### src/hw/rtl/dfs_pkg.sv
// ----------------------------------------------------------------------------
// dfs_pkg
// Types, limits and register indexes of the delimited field splitter.
// ----------------------------------------------------------------------------
package dfs_pkg;

    localparam longint unsigned MAX_LINE_BYTES  = 64'd65536;
    localparam longint unsigned MAX_FIELD_COUNT = 64'd256;

    // saturation point of byte offsets
    localparam logic [15:0] POS_CAP =
        ((MAX_LINE_BYTES - 64'd1) > 64'd65535) ? 16'hFFFF : 16'(MAX_LINE_BYTES - 64'd1);

    // hard ceiling on fields per line
    localparam logic [8:0] FIELD_CAP =
        (MAX_FIELD_COUNT > 64'd256) ? 9'd256 : 9'(MAX_FIELD_COUNT);

    localparam int unsigned CFG_ADDR_W = 2;
    localparam int unsigned CFG_DATA_W = 9;

    localparam logic [CFG_ADDR_W-1:0] REG_DELIMITER  = 2'd0;
    localparam logic [CFG_ADDR_W-1:0] REG_MAX_FIELDS = 2'd1;

    localparam logic [7:0] DELIMITER_RESET  = 8'd44;
    localparam logic [8:0] MAX_FIELDS_RESET = 9'd256;

    localparam int unsigned M_TDATA_W = 56;
    localparam int unsigned M_TUSER_W = 2;

    typedef struct packed {
        logic [15:0] pos;
        logic [15:0] start;
        logic [8:0]  found;
        logic        ovf;
    } dfs_state_t;

    typedef struct packed {
        logic        field_valid;
        logic [15:0] field_start;
        logic [15:0] field_length;
        logic [7:0]  field_number;
        logic        line_end;
        logic [8:0]  field_count;
        logic        overflow;
    } dfs_result_t;

endpackage

### src/hw/rtl/delimited_field_splitter.sv
// ----------------------------------------------------------------------------
// delimited_field_splitter
// Splits a byte stream of lines on a configurable delimiter and reports
// start, length and index of each field plus a per-line field count.
// ----------------------------------------------------------------------------
//  channel   direction  payload
//  s_        in         tdata[7:0] line_byte, tlast last_of_line
//  m_        out        tdata start/length/number/count, tuser valid/overflow,
//                       tlast line_end
//  cfg_      in         write-only register port (delimiter, max_fields)
//
//  While s_tready is high, one byte per clock goes through the step logic
//  into a single output register. s_tready stays high while that register
//  is empty or being drained, so a stalled m_ side holds at most one result.
//  Bytes that give no result leave the output register untouched.
//  aresetn is synchronous, active low; it clears all but the result register.
// ----------------------------------------------------------------------------
module delimited_field_splitter (
    input  logic                           aclk,
    input  logic                           aresetn,
    input  logic                           s_tvalid,
    output logic                           s_tready,
    input  logic [7:0]                     s_tdata,   // [7:0] line_byte
    input  logic                           s_tlast,   // last_of_line
    output logic                           m_tvalid,
    input  logic                           m_tready,
    // [15:0] field_start, [31:16] field_length, [39:32] field_number,
    // [48:40] field_count, [55:49] zero
    output logic [dfs_pkg::M_TDATA_W-1:0]  m_tdata,
    output logic [dfs_pkg::M_TUSER_W-1:0]  m_tuser,   // [0] field_valid, [1] overflow
    output logic                           m_tlast,   // line_end
    input  logic                           cfg_wr_en,
    input  logic [dfs_pkg::CFG_ADDR_W-1:0] cfg_addr,
    input  logic [dfs_pkg::CFG_DATA_W-1:0] cfg_wdata
);
    import dfs_pkg::*;

    logic [7:0]  delimiter_reg;
    logic [8:0]  max_fields_reg;
    dfs_state_t  state_reg;
    dfs_state_t  state_next;
    dfs_result_t result_reg;
    dfs_result_t result_next;
    logic        result_hit;
    logic        m_valid_reg;
    logic        s_accept;

    assign s_tready = !m_valid_reg || m_tready;
    assign s_accept = s_tvalid && s_tready;

    dfs_field_logic u_step (
        .state        (state_reg),
        .delimiter    (delimiter_reg),
        .max_fields   (max_fields_reg),
        .line_byte    (s_tdata),
        .last_of_line (s_tlast),
        .state_next   (state_next),
        .result       (result_next),
        .result_valid (result_hit)
    );

    always_ff @(posedge aclk) begin
        if (!aresetn) begin
            delimiter_reg  <= DELIMITER_RESET;
            max_fields_reg <= MAX_FIELDS_RESET;
        end else if (cfg_wr_en) begin
            unique case (cfg_addr)
                REG_DELIMITER:  delimiter_reg  <= cfg_wdata[7:0];
                REG_MAX_FIELDS: max_fields_reg <= cfg_wdata;
                default: ;
            endcase
        end
    end

    always_ff @(posedge aclk) begin
        if (!aresetn) begin
            state_reg   <= '0;
            m_valid_reg <= 1'b0;
        end else begin
            if (s_accept) begin
                state_reg <= state_next;
            end
            if (s_accept && result_hit) begin
                m_valid_reg <= 1'b1;
            end else if (m_tready) begin
                m_valid_reg <= 1'b0;
            end
        end
    end

    always_ff @(posedge aclk) begin
        if (s_accept && result_hit) begin
            result_reg <= result_next;
        end
    end

    assign m_tvalid = m_valid_reg;
    assign m_tlast  = result_reg.line_end;
    assign m_tuser  = {result_reg.overflow, result_reg.field_valid};
    assign m_tdata  = {7'd0, result_reg.field_count, result_reg.field_number,
                       result_reg.field_length, result_reg.field_start};

endmodule

### src/hw/rtl/dfs_field_logic.sv
// ----------------------------------------------------------------------------
// dfs_field_logic
// Per-item step: next line state and the result for one byte.
// ----------------------------------------------------------------------------
module dfs_field_logic (
    input  dfs_pkg::dfs_state_t  state,
    input  logic [7:0]           delimiter,
    input  logic [8:0]           max_fields,
    input  logic [7:0]           line_byte,
    input  logic                 last_of_line,
    output dfs_pkg::dfs_state_t  state_next,
    output dfs_pkg::dfs_result_t result,
    output logic                 result_valid
);
    import dfs_pkg::*;

    logic [8:0]  limit;
    logic        is_delim;
    logic        final_byte;
    logic        take;
    logic        at_cap;
    logic [16:0] len_raw;
    logic [15:0] len;
    logic        len_sat;
    logic        ovf_now;
    logic [8:0]  found_now;

    always_comb begin
        limit      = (max_fields > FIELD_CAP) ? FIELD_CAP : max_fields;
        is_delim   = (line_byte == delimiter);
        final_byte = last_of_line && !is_delim;
        take       = (state.found < limit) && (is_delim || final_byte);
        at_cap     = (state.pos >= POS_CAP);

        len_raw = (state.pos >= state.start)
                ? ({1'b0, state.pos} - {1'b0, state.start}) : 17'd0;
        len_raw = len_raw + {16'd0, final_byte};
        len_sat = len_raw[16];
        len     = len_sat ? 16'hFFFF : len_raw[15:0];

        ovf_now   = state.ovf || (take && len_sat) || (!last_of_line && at_cap);
        found_now = take ? state.found + 9'd1 : state.found;

        result.field_valid  = take;
        result.field_start  = take ? state.start : 16'd0;
        result.field_length = take ? len : 16'd0;
        result.field_number = take ? state.found[7:0] : 8'd0;
        result.line_end     = last_of_line;
        result.field_count  = last_of_line ? found_now : 9'd0;
        result.overflow     = ovf_now;
        result_valid        = take || last_of_line;

        if (last_of_line) begin
            state_next = '0;
        end else begin
            state_next.pos   = at_cap ? state.pos : state.pos + 16'd1;
            state_next.start = take ? (at_cap ? POS_CAP : state.pos + 16'd1) : state.start;
            state_next.found = found_now;
            state_next.ovf   = ovf_now;
        end
    end

endmodule

### config.mk
export PLATFORM = sky130hd
export DESIGN_NAME = delimited_field_splitter
export DESIGN_NICKNAME = d
export VERILOG_FILES = /design/src/hw/rtl/dfs_pkg.sv /design/src/hw/rtl/delimited_field_splitter.sv /design/src/hw/rtl/dfs_field_logic.sv
export SDC_FILE = /design/constraint.sdc
export NUM_CORES = 1
export LEC_CHECK = 0
export ABC_CLOCK_PERIOD_IN_PS = 6850
export BUFFER_PORTS_ARGS = -buffer_cell sky130_fd_sc_hd__clkbuf_2
export CORE_MARGIN = 5
export CORE_UTILIZATION = 40
export CTS_CLUSTER_SIZE = 10
export DETAILED_ROUTE_END_ITERATION = 12
export SLEW_MARGIN = 30
export SYNTH_ARGS = -nofsm -noshare
export SYNTH_HDL_FRONTEND = slang
export SYNTH_SLANG_ARGS = --single-unit
### constraint.sdc
create_clock -name aclk -period 6.85 [get_ports aclk]
set_input_delay 1.0275 -clock aclk [delete_from_list [all_inputs] [get_ports aclk]]
set_output_delay 1.0275 -clock aclk [all_outputs]
set_load 0.005 [all_outputs]
==> results.json <==
{
  "layout_commonest_cell": "nor2_1",
  "tightestPinTransition_ns": 0.814,
  "arrival_ns": 4.69,
  "crit_required_ns": 6.93,
  "fin_crit_ns": 4.61,
  "synth_mux_area_share_pct": 2.75,
  "synth_fa_ha_area_share_pct": 5.95,
  "reg2reg_to": "m_tdata[27]",
  "power_leakage_nw": 2.84,
  "layout_common_cells": "nor2_1 (84), clkbuf_2 (78), dfxtp_1 (60), nand2_1 (57), a21oi_1 (57)",
  "insertion_delay_ns": 0.36,
  "die_h_um": 135,
  "synth_compound_area_share_pct": 15.8,
  "die_w_um": 135,
  "dp_slack_ns": 2.23,
  "cp_common_cell": "ha_1",
  "synth-async-reset-ratio_pct": 0,
  "synthCells": 668,
  "post_cts_resized": 0,
  "drv_slew": 0,
  "grt_max_degree": 46,
  "gr-total-overflow": 0,
  "dpl_cell_area_sq_um": 6750,
  "ant_nets": 0,
  "path_class": "reg2reg",
  "comb_power_share_pct": 21.4,
  "synth_xor_area_share_pct": 7.18,
  "avgSynthCellArea_sq_um": 9.31,
  "reg2reg_setup_slack_ns": 2.24,
  "dp_hpwl_um": 11400,
  "hold_viol_final": 0,
  "clk_pin_slew_ns": 0.08,
  "p_sw_w": 0.000489,
  "htreeDepth": 3,
  "grt.total_usage_pct": 16.8,
  "antennaDiodeCount": 0,
  "slew-limit-headroom_pct": 45.7,
  "min_to": "state_reg[0]",
  "vias": 5054,
  "largest_reg_flops": 49,
  "cts-root-buf": "clkbuf_16",
  "clock_path_buffers": 2,
  "synthToLayoutAreaGrowth_pct": 13.2,
  "antenna_found_initial": 0,
  "wirelength_um": 15200,
  "grt_pass1_wl_um": 24700,
  "setup_violations": 0,
  "holdPathStages": 2,
  "r2r_cells": 17,
  "viasPerCell": 5.34,
  "drt-pass1-iter-count": 5,
  "core_area_sq_um": 15300,
  "cts_setup_buffers": 0,
  "setup_tns_ns": 0,
  "layout-drive-gt1-share_pct": 16.3,
  "holdWs_ns": 0.486,
  "pwr-share-clk_pct": 31.9,
  "skew_ns": 0.0101,
  "wl_per_cell_um": 16.1,
  "synth-simple-area-share_pct": 19.6,
  "numCtsBuffers": 9,
  "vdd_ir_drop_max_mv": 0.117,
  "hold_path.class": "reg2reg",
  "period_share_pct": 67.3,
  "synth_area_sq_um": 6220,
  "path_cells": "inv_1 > ha_1 > nand4_4 > or2_4 > o41ai_4 > nor2_2 > nor2_1 > ha_1 > ha_1 > nand3_1 > mux2_2 > and4bb_2 > nand2_1 > nor4_4 > a31oi_2 > o21ai_4 > o21ai_0",
  "hold_buffers": 0,
  "yosysSeqAreaShare_pct": 44.4,
  "synth-seq-cells": 112,
  "max_freq_mhz": 217,
  "worst_path_max_delay_cell": "ha_1",
  "routabilityCongestion": 0.848,
  "hold_start": "state_reg[0]",
  "start_util_pct": 40.8,
  "cap_violations": 0,
  "synth_top_flop_cell": "dfxtp_1",
  "rows": 45,
  "drt_iter0_drc": 407,
  "clkSinkCount": 112,
  "ios": 86,
  "outcome": "finished clean",
  "crit_path_end_kind": "register",
  "yosys_warnings": 0,
  "power.share.sequential_pct": 46.7,
  "die_area_sq_um": 18100,
  "switching_share_pct": 29.8,
  "p_int_w": 0.00115,
  "cpPeakStageDelay_ns": 0.48,
  "start_kind": "register",
  "worst_slack_ns": 2.24,
  "ys_types": 71,
  "cts_tree": "yes",
  "final_nets": 785,
  "rsz0062_at_grt": "false",
  "power.density_nw_per_um2": 233,
  "io_buffers": 78,
  "crit_fanout": 9,
  "synth_top_family_by_area": "simple AND/OR/NAND/NOR gates",
  "r2r_start": "state_reg[16]",
  "grt_pass1_vias": 4902,
  "finalPower_w": 0.00164,
  "synth_edf_count": 52,
  "fin_area_sq_um": 7040,
  "drc_errors": 0
}
cells by family (layout without fill, tap and decap cells):
logic type | after synthesis | in the layout
buf+inv | 59 | 121
compound gates | 154 | 154
simple gates | 245 | 245
flops | 112 | 112
fa+ha+maj | 29 | 29
mux | 17 | 17
xor+xnor | 51 | 51
other cells | 1 | 7
per-stage QoR:
stage | std cells | utilization, %
floorplan | 674 | -
global placement | 931 | 44.2
detailed placement | 931 | 44.2
CTS | 947 | 46.1
global route | 947 | 46.2
finish | 947 | 46.2
power groups by stage:
stage | Sequential (W) | Combinational [W] | Clock (W)
CTS | 0.000767 | 0.000352 | 0.000530
detailed placement | 0.000782 | 0.000351 | 0
finish | 0.000766 | 0.000351 | 0.000523
global placement | 0.000781 | 0.000347 | 0
floorplan | 0.000780 | 0.000254 | 0
global route | 0.000770 | 0.000394 | 0.000560
how the worst max path moves through the flow:
stage                  start           to  slack, ns  depth (start not counted)
5_1_grt        state_reg[38]  m_tdata[24]       1.89                         17
4_1_cts        state_reg[18]  m_tdata[27]       2.24                         17
3_3_place_gp   state_reg[18]  m_tdata[28]       2.27                         17
3_5_place_dp   state_reg[18]  m_tdata[27]       2.23                         17
6_report       state_reg[16]  m_tdata[27]       2.24                         17
2_1_floorplan  state_reg[20]  m_tdata[16]       2.88                         18
synth_stat cells (7+ instances only):
cell | count | area, sq um
nor2_1 | 85 | 319
dfxtp_1 | 60 | 1200
a21oi_1 | 57 | 285
nand2_1 | 57 | 214
edfxtp_1 | 52 | 1560
o21ai_0 | 32 | 160
xor2_1 | 31 | 272
ha_1 | 28 | 350
clkbuf_1 | 23 | 86.3
inv_1 | 20 | 75.1
xnor2_1 | 20 | 175
nand3_1 | 17 | 85.1
and2_1 | 16 | 100
mux2i_1 | 16 | 160
or3_1 | 12 | 75.1
a31oi_1 | 10 | 62.6
buf_4 | 10 | 75.1
nand4_1 | 10 | 62.6
o22ai_1 | 10 | 62.6
a21o_1 | 8 | 60.1
and3_1 | 7 | 43.8
critical path: cells and delay by family (launching register included):
kind,cells,cell delay (ns)
buf+inv,1,0.07
mux,1,0.29
fa+ha+maj,3,0.85
compound gates,4,1.11
simple gates,8,1.67
flops,1,0.35
layer usage:
metal	wire length, um	global-route usage (%)
met5	0	0
met4	219	4.75
met3	808	3.46
met2	7140	27.6
met1	7080	22.7
area by class of cell:
| class | count | area (sq um) |
|---|---|---|
| timing repair buffer | 81 | 413 |
| sequential | 112 | 2760 |
| multi-input combinational | 503 | 3220 |
| clock buffer | 11 | 254 |
| clock inverter | 5 | 35.0 |
| inverter | 24 | 90.1 |
| fill | 1505 | 8220 |
| tap | 211 | 264 |
Note: power is estimated with default switching activity, not from simulation.
